### config.mk
export PLATFORM = sky130hd
export DESIGN_NAME = ordered_array_edit_engine_core
export DESIGN_NICKNAME = d
export VERILOG_FILES = /design/src/rtl/core/oaee_pkg.sv /design/src/rtl/core/oaee_ram.sv /design/src/rtl/core/oaee_ctrl.sv /design/src/rtl/core/ordered_array_edit_engine_core.sv
export VERILOG_INCLUDE_DIRS = /design/src /design/src/rtl/core
export SDC_FILE = /design/constraint.sdc
export NUM_CORES = 1
export LEC_CHECK = 0
export BUFFER_PORTS_ARGS = -buffer_cell sky130_fd_sc_hd__buf_2
export CORE_MARGIN = 2
export CORE_UTILIZATION = 43
export CTS_CLUSTER_DIAMETER = 30
export DETAILED_ROUTE_END_ITERATION = 8
export GPL_TIMING_DRIVEN = 0
export PLACE_DENSITY = 0.6
export REMOVE_ABC_BUFFERS = 1
export SETUP_SLACK_MARGIN = 0.3
export SYNTH_ARGS = -nofsm -noshare
export SYNTH_HDL_FRONTEND = slang
export SYNTH_HIERARCHICAL = 1
export SYNTH_SLANG_ARGS = --single-unit
### constraint.sdc
create_clock -name clk -period 10.6 [get_ports clk]
set_input_delay 2.65 -clock clk [delete_from_list [all_inputs] [get_ports clk]]
set_output_delay 2.65 -clock clk [all_outputs]
set_load 0.1 [all_outputs]
### src/rtl/core/ordered_array_edit_engine_core_defines.svh
// Assertion macros shared by the ordered array edit engine RTL.
// Needs clk and rst_n in the scope of the module that expands them.
`ifndef ORDERED_ARRAY_EDIT_ENGINE_CORE_DEFINES_SVH
`define ORDERED_ARRAY_EDIT_ENGINE_CORE_DEFINES_SVH

// Same-cycle implication, disabled while reset is asserted
`define OAEE_ASSERT_IMP(lbl, ante, cons, msg) \
  lbl: assert property (@(posedge clk) disable iff (!rst_n) (ante) |-> (cons)) \
    else $error(msg);

// Next-cycle implication, disabled while reset is asserted
`define OAEE_ASSERT_NXT(lbl, ante, cons, msg) \
  lbl: assert property (@(posedge clk) disable iff (!rst_n) (ante) |=> (cons)) \
    else $error(msg);

`endif

### src/rtl/core/oaee_pkg.sv
// Shared sizes, codes and bundle types for the ordered array edit engine.
// No dependencies; used by the controller and the top level.
`default_nettype none

package oaee_pkg;

  // Store size and derived widths
  localparam int DEPTH  = 16;
  localparam int ADDR_W = (DEPTH > 1) ? $clog2(DEPTH) : 1;
  localparam int CNT_W  = $clog2(DEPTH + 1);

  // Fixed request and response field widths
  localparam int FUNC_W = 2;
  localparam int POS_W  = 5;
  localparam int DATA_W = 32;
  localparam int STAT_W = 2;
  localparam int ECNT_W = 5;

  // Width used to compare a position against the count
  localparam int CMP_W = (CNT_W > POS_W) ? CNT_W : POS_W;

  typedef enum logic [FUNC_W-1:0] {
    FN_INSERT  = 2'd0,
    FN_DELETE  = 2'd1,
    FN_READ    = 2'd2,
    FN_REVERSE = 2'd3
  } func_t;

  typedef enum logic [STAT_W-1:0] {
    ST_OK        = 2'd0,
    ST_BAD_POS   = 2'd1,
    ST_NOT_FOUND = 2'd2,
    ST_FULL      = 2'd3
  } status_t;

  // Finished response handed from the controller to the output stage
  typedef struct packed {
    status_t                   status;
    logic signed [DATA_W-1:0]  read_value;
    logic        [ECNT_W-1:0]  entry_count;
  } res_t;

  // One memory access slot: one write and one read per cycle
  typedef struct packed {
    logic              we;
    logic [ADDR_W-1:0] waddr;
    logic [DATA_W-1:0] wdata;
    logic              re;
    logic [ADDR_W-1:0] raddr;
  } ram_req_t;

endpackage

`default_nettype wire

### src/rtl/core/oaee_ram.sv
// Generic single-write, single-read RAM with registered read data.
// No dependencies.
`default_nettype none

module oaee_ram #(
  parameter int WIDTH = 32,
  parameter int DEPTH = 16,
  parameter int AW    = (DEPTH > 1) ? $clog2(DEPTH) : 1
) (
  input  wire logic             clk,
  input  wire logic             we,
  input  wire logic [AW-1:0]    waddr,
  input  wire logic [WIDTH-1:0] wdata,
  input  wire logic             re,
  input  wire logic [AW-1:0]    raddr,
  output logic      [WIDTH-1:0] rdata
);

  logic [WIDTH-1:0] mem [DEPTH];
  logic [WIDTH-1:0] rdata_r;

  // Write port
  always_ff @(posedge clk) begin
    if (we) begin
      mem[waddr] <= wdata;
    end
  end

  // Registered read; hold the last word when not reading
  always_ff @(posedge clk) begin
    if (re) begin
      rdata_r <= mem[raddr];
    end
  end

  assign rdata = rdata_r;

endmodule

`default_nettype wire

### src/rtl/core/oaee_ctrl.sv
// Sequencer and shared index/compare datapath of the ordered array edit engine.
// Depends on oaee_pkg and the assertion macros header.
`default_nettype none

`include "ordered_array_edit_engine_core_defines.svh"

module oaee_ctrl (
  input  wire logic                                 clk,
  input  wire logic                                 rst_n,
  input  wire logic                                 in_valid,
  input  wire logic [oaee_pkg::FUNC_W-1:0]          in_func,
  input  wire logic [oaee_pkg::POS_W-1:0]           in_position,
  input  wire logic signed [oaee_pkg::DATA_W-1:0]   in_value,
  output logic                                      busy,
  output logic                                      res_valid,
  output oaee_pkg::res_t                            res,
  input  wire logic                                 res_take,
  output oaee_pkg::ram_req_t                        ram_req,
  input  wire logic [oaee_pkg::DATA_W-1:0]          ram_rdata
);

  typedef enum logic [11:0] {
    S_IDLE      = 12'b0000_0000_0001,
    S_SCAN_RD   = 12'b0000_0000_0010,
    S_SCAN_CMP  = 12'b0000_0000_0100,
    S_MOVE_RD   = 12'b0000_0000_1000,
    S_MOVE_WR   = 12'b0000_0001_0000,
    S_INS_WR    = 12'b0000_0010_0000,
    S_READ_WAIT = 12'b0000_0100_0000,
    S_REV_RD_LO = 12'b0000_1000_0000,
    S_REV_RD_HI = 12'b0001_0000_0000,
    S_REV_WR_LO = 12'b0010_0000_0000,
    S_REV_WR_HI = 12'b0100_0000_0000,
    S_DONE      = 12'b1000_0000_0000
  } state_t;

  state_t                            state_r,  state_nxt;
  oaee_pkg::func_t                   op_r,     op_nxt;
  logic [oaee_pkg::POS_W-1:0]        pos_r,    pos_nxt;
  logic [oaee_pkg::DATA_W-1:0]       key_r,    key_nxt;
  logic [oaee_pkg::CNT_W-1:0]        idx_r,    idx_nxt;
  logic [oaee_pkg::CNT_W-1:0]        hi_r,     hi_nxt;
  logic [oaee_pkg::CNT_W-1:0]        cnt_r,    cnt_nxt;
  logic [oaee_pkg::DATA_W-1:0]       tmp_r,    tmp_nxt;
  oaee_pkg::status_t                 status_r, status_nxt;
  logic [oaee_pkg::DATA_W-1:0]       rd_r,     rd_nxt;

  // Shared index arithmetic
  logic [oaee_pkg::CNT_W-1:0] idx_inc, idx_dec, hi_dec;
  logic [oaee_pkg::CMP_W-1:0] in_pos_x, pos_x, cnt_x, idx_dec_x;

  assign idx_inc   = idx_r + 1'b1;
  assign idx_dec   = idx_r - 1'b1;
  assign hi_dec    = hi_r - 1'b1;
  assign in_pos_x  = (oaee_pkg::CMP_W)'(in_position);
  assign pos_x     = (oaee_pkg::CMP_W)'(pos_r);
  assign cnt_x     = (oaee_pkg::CMP_W)'(cnt_r);
  assign idx_dec_x = (oaee_pkg::CMP_W)'(idx_dec);

  // Next-state and datapath control
  always_comb begin
    state_nxt  = state_r;
    op_nxt     = op_r;
    pos_nxt    = pos_r;
    key_nxt    = key_r;
    idx_nxt    = idx_r;
    hi_nxt     = hi_r;
    cnt_nxt    = cnt_r;
    tmp_nxt    = tmp_r;
    status_nxt = status_r;
    rd_nxt     = rd_r;
    ram_req    = '0;

    case (state_r)
      S_IDLE: begin
        if (in_valid) begin
          op_nxt     = oaee_pkg::func_t'(in_func);
          pos_nxt    = in_position;
          key_nxt    = in_value;
          status_nxt = oaee_pkg::ST_OK;
          rd_nxt     = '0;
          case (oaee_pkg::func_t'(in_func))
            oaee_pkg::FN_INSERT: begin
              if (in_pos_x > cnt_x) begin
                status_nxt = oaee_pkg::ST_BAD_POS;
                state_nxt  = S_DONE;
              end else if (cnt_r == (oaee_pkg::CNT_W)'(oaee_pkg::DEPTH)) begin
                status_nxt = oaee_pkg::ST_FULL;
                state_nxt  = S_DONE;
              end else if (cnt_x > in_pos_x) begin
                idx_nxt   = cnt_r;
                state_nxt = S_MOVE_RD;
              end else begin
                state_nxt = S_INS_WR;
              end
            end
            oaee_pkg::FN_DELETE: begin
              if (cnt_r == '0) begin
                status_nxt = oaee_pkg::ST_NOT_FOUND;
                state_nxt  = S_DONE;
              end else begin
                idx_nxt   = '0;
                state_nxt = S_SCAN_RD;
              end
            end
            oaee_pkg::FN_READ: begin
              if (in_pos_x < cnt_x) begin
                ram_req.re    = 1'b1;
                ram_req.raddr = (oaee_pkg::ADDR_W)'(in_position);
                state_nxt     = S_READ_WAIT;
              end else begin
                status_nxt = oaee_pkg::ST_BAD_POS;
                state_nxt  = S_DONE;
              end
            end
            oaee_pkg::FN_REVERSE: begin
              if (cnt_r < (oaee_pkg::CNT_W)'(2)) begin
                state_nxt = S_DONE;
              end else begin
                idx_nxt   = '0;
                hi_nxt    = cnt_r - 1'b1;
                state_nxt = S_REV_RD_LO;
              end
            end
            default: begin
              state_nxt = S_DONE;
            end
          endcase
        end
      end

      // Search for the first matching key, reading and then comparing each entry in turn
      S_SCAN_RD: begin
        ram_req.re    = 1'b1;
        ram_req.raddr = idx_r[oaee_pkg::ADDR_W-1:0];
        state_nxt     = S_SCAN_CMP;
      end

      S_SCAN_CMP: begin
        if (ram_rdata == key_r) begin
          if (idx_inc < cnt_r) begin
            idx_nxt   = idx_inc;
            state_nxt = S_MOVE_RD;
          end else begin
            cnt_nxt   = cnt_r - 1'b1;
            state_nxt = S_DONE;
          end
        end else if (idx_inc < cnt_r) begin
          idx_nxt   = idx_inc;
          state_nxt = S_SCAN_RD;
        end else begin
          status_nxt = oaee_pkg::ST_NOT_FOUND;
          state_nxt  = S_DONE;
        end
      end

      // Shift one entry: up for insert, down for delete
      S_MOVE_RD: begin
        ram_req.re    = 1'b1;
        ram_req.raddr = (op_r == oaee_pkg::FN_INSERT) ? idx_dec[oaee_pkg::ADDR_W-1:0]
                                                      : idx_r[oaee_pkg::ADDR_W-1:0];
        state_nxt     = S_MOVE_WR;
      end

      S_MOVE_WR: begin
        ram_req.we    = 1'b1;
        ram_req.wdata = ram_rdata;
        if (op_r == oaee_pkg::FN_INSERT) begin
          ram_req.waddr = idx_r[oaee_pkg::ADDR_W-1:0];
          idx_nxt       = idx_dec;
          state_nxt     = (idx_dec_x > pos_x) ? S_MOVE_RD : S_INS_WR;
        end else begin
          ram_req.waddr = idx_dec[oaee_pkg::ADDR_W-1:0];
          if (idx_inc < cnt_r) begin
            idx_nxt   = idx_inc;
            state_nxt = S_MOVE_RD;
          end else begin
            cnt_nxt   = cnt_r - 1'b1;
            state_nxt = S_DONE;
          end
        end
      end

      // Drop the new value into the opened slot
      S_INS_WR: begin
        ram_req.we    = 1'b1;
        ram_req.waddr = (oaee_pkg::ADDR_W)'(pos_r);
        ram_req.wdata = key_r;
        cnt_nxt       = cnt_r + 1'b1;
        state_nxt     = S_DONE;
      end

      S_READ_WAIT: begin
        rd_nxt    = ram_rdata;
        state_nxt = S_DONE;
      end

      // Swap the outer pair, then advance both pointers inward
      S_REV_RD_LO: begin
        ram_req.re    = 1'b1;
        ram_req.raddr = idx_r[oaee_pkg::ADDR_W-1:0];
        state_nxt     = S_REV_RD_HI;
      end

      S_REV_RD_HI: begin
        ram_req.re    = 1'b1;
        ram_req.raddr = hi_r[oaee_pkg::ADDR_W-1:0];
        tmp_nxt       = ram_rdata;
        state_nxt     = S_REV_WR_LO;
      end

      S_REV_WR_LO: begin
        ram_req.we    = 1'b1;
        ram_req.waddr = idx_r[oaee_pkg::ADDR_W-1:0];
        ram_req.wdata = ram_rdata;
        state_nxt     = S_REV_WR_HI;
      end

      S_REV_WR_HI: begin
        ram_req.we    = 1'b1;
        ram_req.waddr = hi_r[oaee_pkg::ADDR_W-1:0];
        ram_req.wdata = tmp_r;
        idx_nxt       = idx_inc;
        hi_nxt        = hi_dec;
        state_nxt     = (idx_inc < hi_dec) ? S_REV_RD_LO : S_DONE;
      end

      // Hold the response until the output stage takes it
      S_DONE: begin
        if (res_take) begin
          state_nxt = S_IDLE;
        end
      end

      default: begin
        state_nxt = S_IDLE;
      end
    endcase
  end

  // Control registers
  always_ff @(posedge clk) begin
    if (!rst_n) begin
      state_r <= S_IDLE;
      cnt_r   <= '0;
    end else begin
      state_r <= state_nxt;
      cnt_r   <= cnt_nxt;
    end
  end

  // Working registers
  always_ff @(posedge clk) begin
    op_r     <= op_nxt;
    pos_r    <= pos_nxt;
    key_r    <= key_nxt;
    idx_r    <= idx_nxt;
    hi_r     <= hi_nxt;
    tmp_r    <= tmp_nxt;
    status_r <= status_nxt;
    rd_r     <= rd_nxt;
  end

  assign busy                = (state_r != S_IDLE);
  assign res_valid           = (state_r == S_DONE);
  assign res.status          = status_r;
  assign res.read_value      = rd_r;
  assign res.entry_count     = (oaee_pkg::ECNT_W)'(cnt_r);

  `OAEE_ASSERT_IMP(a_cnt_bound, 1'b1, cnt_r <= (oaee_pkg::CNT_W)'(oaee_pkg::DEPTH), "count above depth")
  `OAEE_ASSERT_IMP(a_cnt_step, $past(rst_n), (cnt_r == $past(cnt_r)) || (cnt_r == $past(cnt_r) + 1'b1) || (cnt_r + 1'b1 == $past(cnt_r)), "count moved by more than one")
  `OAEE_ASSERT_IMP(a_wr_range, ram_req.we, ram_req.waddr <= cnt_r, "write beyond the used region")
  `OAEE_ASSERT_IMP(a_rev_order, (state_r == S_REV_RD_LO) || (state_r == S_REV_RD_HI) || (state_r == S_REV_WR_LO) || (state_r == S_REV_WR_HI), idx_r < hi_r, "reverse pointers crossed")
  `OAEE_ASSERT_NXT(a_accept_busy, (state_r == S_IDLE) && in_valid, state_r != S_IDLE, "accepted request did not start")

endmodule

`default_nettype wire

### src/rtl/core/ordered_array_edit_engine_core.sv
// Ordered array edit engine: top level with the entry store, the sequencer and the result register.
// Depends on oaee_pkg, oaee_ram and oaee_ctrl.
//
// Keeps up to oaee_pkg::DEPTH signed 32-bit entries in positions 0..count-1 and applies one
// request at a time: insert at a position, delete the first entry equal to a key, read at a
// position, or reverse the entries in use. Every request gives exactly one response with a
// status, the read value (zero unless a read succeeds) and the new count. All entry traffic goes
// through one store with one write and one registered read per cycle, so the engine is busy
// (in_stall high) for the whole request: a read is one store read, an insert moves each entry
// from the position up by one and then writes the new value, a delete scans for the key and
// moves each later entry down by one, and a reverse swaps pairs from the ends inward. The finished
// response sits in an output register, so the next request is taken while it waits for the sink.
`default_nettype none

module ordered_array_edit_engine_core (
  input  wire logic                                clk,
  input  wire logic                                rst_n,
  input  wire logic                                in_valid,
  output logic                                     in_stall,
  input  wire logic [oaee_pkg::FUNC_W-1:0]         in_func,
  input  wire logic [oaee_pkg::POS_W-1:0]          in_position,
  input  wire logic signed [oaee_pkg::DATA_W-1:0]  in_value,
  output logic                                     out_valid,
  input  wire logic                                out_stall,
  output logic [oaee_pkg::STAT_W-1:0]              out_status,
  output logic signed [oaee_pkg::DATA_W-1:0]       out_read_value,
  output logic [oaee_pkg::ECNT_W-1:0]              out_entry_count
);

  logic                          busy;
  logic                          res_valid;
  logic                          res_take;
  oaee_pkg::res_t                res;
  oaee_pkg::ram_req_t            ram_req;
  logic [oaee_pkg::DATA_W-1:0]   ram_rdata;

  logic                          out_valid_r, out_valid_nxt;
  oaee_pkg::res_t                out_res_r;

  // Entry store
  oaee_ram #(
    .WIDTH (oaee_pkg::DATA_W),
    .DEPTH (oaee_pkg::DEPTH)
  ) u_store (
    .clk   (clk),
    .we    (ram_req.we),
    .waddr (ram_req.waddr),
    .wdata (ram_req.wdata),
    .re    (ram_req.re),
    .raddr (ram_req.raddr),
    .rdata (ram_rdata)
  );

  // Request sequencer
  oaee_ctrl u_ctrl (
    .clk         (clk),
    .rst_n       (rst_n),
    .in_valid    (in_valid),
    .in_func     (in_func),
    .in_position (in_position),
    .in_value    (in_value),
    .busy        (busy),
    .res_valid   (res_valid),
    .res         (res),
    .res_take    (res_take),
    .ram_req     (ram_req),
    .ram_rdata   (ram_rdata)
  );

  assign in_stall = busy;

  // Load the response register when it is empty or being drained
  assign res_take = res_valid && (!out_valid_r || !out_stall);

  always_comb begin
    out_valid_nxt = out_valid_r;
    if (res_take) begin
      out_valid_nxt = 1'b1;
    end else if (!out_stall) begin
      out_valid_nxt = 1'b0;
    end
  end

  always_ff @(posedge clk) begin
    if (!rst_n) begin
      out_valid_r <= 1'b0;
    end else begin
      out_valid_r <= out_valid_nxt;
    end
  end

  always_ff @(posedge clk) begin
    if (res_take) begin
      out_res_r <= res;
    end
  end

  assign out_valid       = out_valid_r;
  assign out_status      = out_res_r.status;
  assign out_read_value  = out_res_r.read_value;
  assign out_entry_count = out_res_r.entry_count;

endmodule

`default_nettype wire
Word level (Yosys, flattened, before mapping)
Memories as Yosys holds them, arrays and structs flattened. A register that Yosys moved wholly into a read port is not among the register bits.
Index checks and enable logic that the tools add are counted.
{"block": "totals", "ff_bits": 172, "mem_bits_rw": 512, "inputBits": 43, "output_inout_bits": 41, "wordCells": 137, "mem_count": 1}
{"block": "classes", "addsub": 5, "magnitude_cmp": 7, "n_eq_ne": 33, "n_mux": 56, "n_reduce_logical": 21}
{"memory": "u_store.mem", "depth": 16, "width": 32, "read_ports": 1, "rd_ports_with_merged_regs": 1, "write_ports": 1, "line": "oaee_ram.sv:19", "rtl": "logic [WIDTH-1:0] mem [DEPTH];"}
{"operator": "one-hot mux 37 bit (4 select lines)", "n": 1}
{"operator": "two-way mux 12 bit", "n": 12}
{"operator": "one-hot mux 12 bit (11 select lines)", "n": 1}
{"operator": "two-way mux 5 bit", "n": 17}
{"operator": "one-hot mux 32 bit (2 select lines)", "n": 1}
{"operator": "one-hot mux 12 bit (4 select lines)", "n": 1}
{"operator": "one-hot mux 5 bit (4 select lines)", "n": 2}
{"operator": "== test 32 bit", "n": 1}
{"operator": "two-way mux 32 bit", "n": 1}
{"operator": "one-hot mux 5 bit (3 select lines)", "n": 2}
{"operator": "> comparator 5 bit", "n": 3}
{"operator": "less-than comparator 5 bit", "n": 3}
{"operator": "subtractor 5 x 1 -> 5 bit (second input constant)", "n": 3}
{"operator": "== test 12 x 1 -> 1 bit (second input constant)", "n": 1}
{"operator": "== test 12 x 10 -> 1 bit (second input constant)", "n": 1}
{"operator": "== test 12 x 11 -> 1 bit (second input constant)", "n": 1}
{"operator": "== test 12 bit (second input constant)", "n": 1}
{"operator": "== test 12 x 2 -> 1 bit (second input constant)", "n": 1}
{"operator": "== test 12 x 3 -> 1 bit (second input constant)", "n": 1}
{"operator": "== test 12 x 4 -> 1 bit (second input constant)", "n": 1}
{"operator": "== test 12 x 5 -> 1 bit (second input constant)", "n": 1}
{"operator": "== test 12 x 6 -> 1 bit (second input constant)", "n": 1}
{"operator": "== test 12 x 7 -> 1 bit (second input constant)", "n": 1}
{"operator": "== test 12 x 8 -> 1 bit (second input constant)", "n": 1}
{"operator": "32 further kinds", "n": 63}

Logic depth before layout (Yosys ltp)
{"block": "logic_depth", "depth_word": 7, "mapped_depth": 14, "depth_no_buf": 13}

Hierarchy
Netlist, hierarchy kept.
{"mod": "oaee_ram", "instances": 1, "cells_each": 838, "area_each_um2": 20155.6, "seq_area_each_um2": 16335.7}
{"mod": "oaee_ctrl", "instances": 1, "cells_each": 602, "area_each_um2": 6857.8, "seq_area_each_um2": 3793.6}
{"mod": "ordered_array_edit_engine_core", "instances": 1, "cells_each": 43, "area_each_um2": 1209.9, "seq_area_each_um2": 1191.1}

Worst setup path after synthesis
OpenSTA, ideal clock, no wires.
{"block": "synth_path", "path_type": "input -> register", "start": "input out_stall", "end": "register u_ctrl.state_r[3]", "setup_time_ps": 65, "arrival_time_ps": 6518, "t_required_ps": 10535, "slack_ps": 4017, "cell_stages": 5, "path_buffers": 0, "cell_sequence": "a21boi_0 > nor2_1 > nor3_1 > nand2_1 > nor2_1"}
{"block": "synth_via", "elab_chain_len": 5}
{"item": "from (decl)", "line": "ordered_array_edit_engine_core.sv:24", "rtl": "input wire logic out_stall,"}
{"item": "zero test 1 bit"}
{"item": "logical OR 1 bit", "line": "ordered_array_edit_engine_core.sv:73", "rtl": "assign res_take = res_valid && (!out_valid_r || !out_stall);"}
{"item": "logical AND 1 bit", "line": "ordered_array_edit_engine_core.sv:73"}
{"item": "inequality test 2 x 1 -> 1 bit (no source line)"}
{"item": "AND reduction 2 bit (no source line)"}
{"item": "to (signal assigned)", "line": "oaee_ctrl.sv:247", "rtl": "state_r <= state_nxt;"}
{"item": "to (decl)", "line": "oaee_ctrl.sv:37", "rtl": "state_t state_r, state_nxt;"}
No other way between the ends.
A chain may end at the register's enable or synchronous reset.

==> metrics <==
Synth Area in Simple Gates approximately 4.8%; static leakage 12.5 nW; DRC 0; Synth Area in Compound Gates roughly 4.9%; pin count of the biggest net entering global routing 45; largest family of logic cells by synthesized area multiplexers; Layout Skew 0.0535 ns; Final GP Congestion 0.851; Post-DRT Antenna Nets 0; Slew Viols, Final 0; Startpoint Class input port; WL/cell ~27 um; antenna cells 0; Worst R2R End u_store/rdata[6]; worst reg2reg path depth 13; TritonCTS clock tree built; Util after Layout a little over half; largest area contributor in the synthesized netlist edfxtp_1; data required time of the critical path 11.05 ns; final wirelength 71500 um; Post-synth EDFFs 698; post-layout min period between 6 and 7 ns; TritonRoute pass-1 iters 8; post-CTS setup buffers 0; H-tree Lvls 4; max frequency ~160 MHz; Synth Area in XOR/XNOR 1.52%; Hold Violations, Final 0; area of the multi-input gates roughly 6600 um2; Synth Cell Area 28200 um2; CP Max Fanout 44; RR Startpoint u_ctrl/state_r[4]; share of layout cells above drive strength 1 between 20% and 30%; Register Area 21300 um2; hpwl dp 42700 um; first-pass GRT wire length 104000 um; Clock Tree Root clkbuf_16; CTS Hold Buffers Added 0; Post-synth ARST share 0%; sequential share of the synthesized area 75.5%; clock latency on the worst-skew pair 0.72 ns; post_cts resized 0; I/O Pins 84; row count 93; Area growth, synth to finish 25.3%; Worst setup endpoint u_store/rdata[6]; placed cell areas between 30000 and 40000 um2; gr ovfl total 0; CP startpoint in_position[1]; share of the synthesized area in the top cell type 74.3%; post-synthesis adder-cell area fraction around 1.0%; clock sink count ~720; HP Class reg -> reg; Mapped Avg Cell Area roughly 19 um2; # nets final 1762; CTS Buffer Depth 3; PortBufs 83; DR iter-0 viols 1894; Peak VDD IR 177 uV; R2R setup slack 5.26 ns; DIE WIDTH 260 um; Primary FF master, synth edfxtp_1; #FFs+latches synth a little over 700; initial antenna violation count 0; worst hold stages 0; RSZ-0062 raised after global routing false; post-synthesis mux area share 10.5%; Yosys cell types 67; Worst setup EP type flop; fin area 35400 um2; die height 260 um; Slew @ Worst Pin 1.15 ns; critical path class in -> reg; worst path arrival time 6.55 ns; final hold slack 0.412 ns; Power Density 220 nW/um2; Synth area leaders edfxtp_1 (74%), mux4_2 (10%), a22oi_1 (1.8%); vias after detailed routing 15500; number of max-cap violations 0; vias in the first global route 15700; status complete, no violations; vias per inst 5.81; final clock period utilization by the worst path between 50% and 60%; post-synthesis cell count 1483; Synthesis Warnings 6; Rel. slew slack 22.8%; Fillers between 5000 and 6000; CTS clk-pin slew, worst paths 0.05 ns; most common cell in the synthesized netlist edfxtp_1; Post-synth top cells edfxtp_1 (698), mux4_2 (128), a22oi_1 (66); die area between 60000 and 70000 um2; Num CTS Buffers 138; Core ar. 64700 um2; initial core utilization around 44%; All-Layer GR Usage between 20% and 30%; Final Setup Violations 0
[metal layers]
layer	routed length, um	vias to the layer above	track usage [%]	part of all wire [%]
met5	0	-	0	0
met4	1450	0	7.29	2.0
met3	7020	118	5.82	9.8
met2	32800	820	32.2	46
met1	30200	8018	31.0	42
li1	-	6526	-	-
[kinds of logic after synthesis]
group | Yosys count
and+or+nand+nor | 258
AOI/OAI and AO/OA | 178
adders and majority gates | 23
muxes | 135
xor gates and xnor gates | 49
DFF | 716
buffers and inverters | 124
[through the flow]
step / cells / total power (W) / TNS, ns / worst slack [ns]
2_1_floorplan: 1417 / 0.00344 / 0 / 0.270
3_3_place_gp: 2355 / 0.00355 / -384.89 / -3.85
3_5_place_dp: 2411 / 0.00356 / 0 / 3.82
4_1_cts: 2664 / 0.00784 / 0 / 4.58
5_1_grt: 2664 / 0.00801 / 0 / 4.38
6_report: 2664 / 0.00777 / 0 / 4.50
[worst min path at each step]
stage | startpoint | to | slack (ns)
6_report | u_ctrl/rd_r[7] | out_read_value[7] | 0.41
5_1_grt | u_ctrl/status_r[1] | out_status[1] | 0.42
4_1_cts | u_ctrl/rd_r[24] | out_read_value[24] | 0.42
3_5_place_dp | u_ctrl/rd_r[27] | out_read_value[27] | 0.40
3_3_place_gp | u_ctrl/rd_r[4] | out_read_value[4] | 0.40
2_1_floorplan | u_ctrl/rd_r[0] | out_read_value[0] | 0.40
[sequential cells by signal (all words and copies together) (netlist names)]
register and flops:
u_store/mem 512, out_read_value 32, u_ctrl/key_r 32, u_ctrl/rd_r 32
u_ctrl/tmp_r 32, u_store/rdata 32, u_ctrl/state_r 12, out_entry_count 5
u_ctrl/cnt_r 5, u_ctrl/hi_r 5, u_ctrl/idx_r 5, u_ctrl/pos_r 5
out_status 2, u_ctrl/op_r 2, u_ctrl/status_r 2, out_valid 1
[critical path, cell delays in order]
cell,delay [ns]
buf_2,0.14
ha_1,0.30
nor2b_1,0.13
o21ai_0,0.15
a21oi_1,0.13
nor2_1,0.43
and4_1,0.51
a221o_4,0.71
buf_16,0.34
buf_16,0.29
mux4_2,0.36
a22oi_1,0.24
nand2_1,0.09
[cells in the final DEF, fill, tap and decap left out, drive strengths merged, types with 23 or more instances in the layout]
cell    Yosys  routed
edfxtp    698     698
clkbuf     37     158
buf        29     139
mux4      128     128
inv        57      69
nand2      67      67
a22oi      66      66
nor2       63      63
clkinv      1      61
xnor2      44      44
and2       36      36
a222oi     34      34
ha         23      23
[report_power, final]
| group | internal (W) | switching (W) | total (W) |
|---|---|---|---|
| sequential | 0.00315 | 0.0000353 | 0.00319 |
| clock | 0.00279 | 0.00148 | 0.00427 |
| combinational | 0.0000919 | 0.000223 | 0.000315 |
| total | 0.00604 | 0.00174 | 0.00777 |
[cell type report]
type	instances	area share [%]
clock buffer	158	10.0
clock inverter	95	3.15
inverter	58	0.616
multi-input combinational	643	18.6
sequential	716	60.3
tap	855	3.03
timing repair buffer	139	4.22
(Power assumes the default switching activity.)
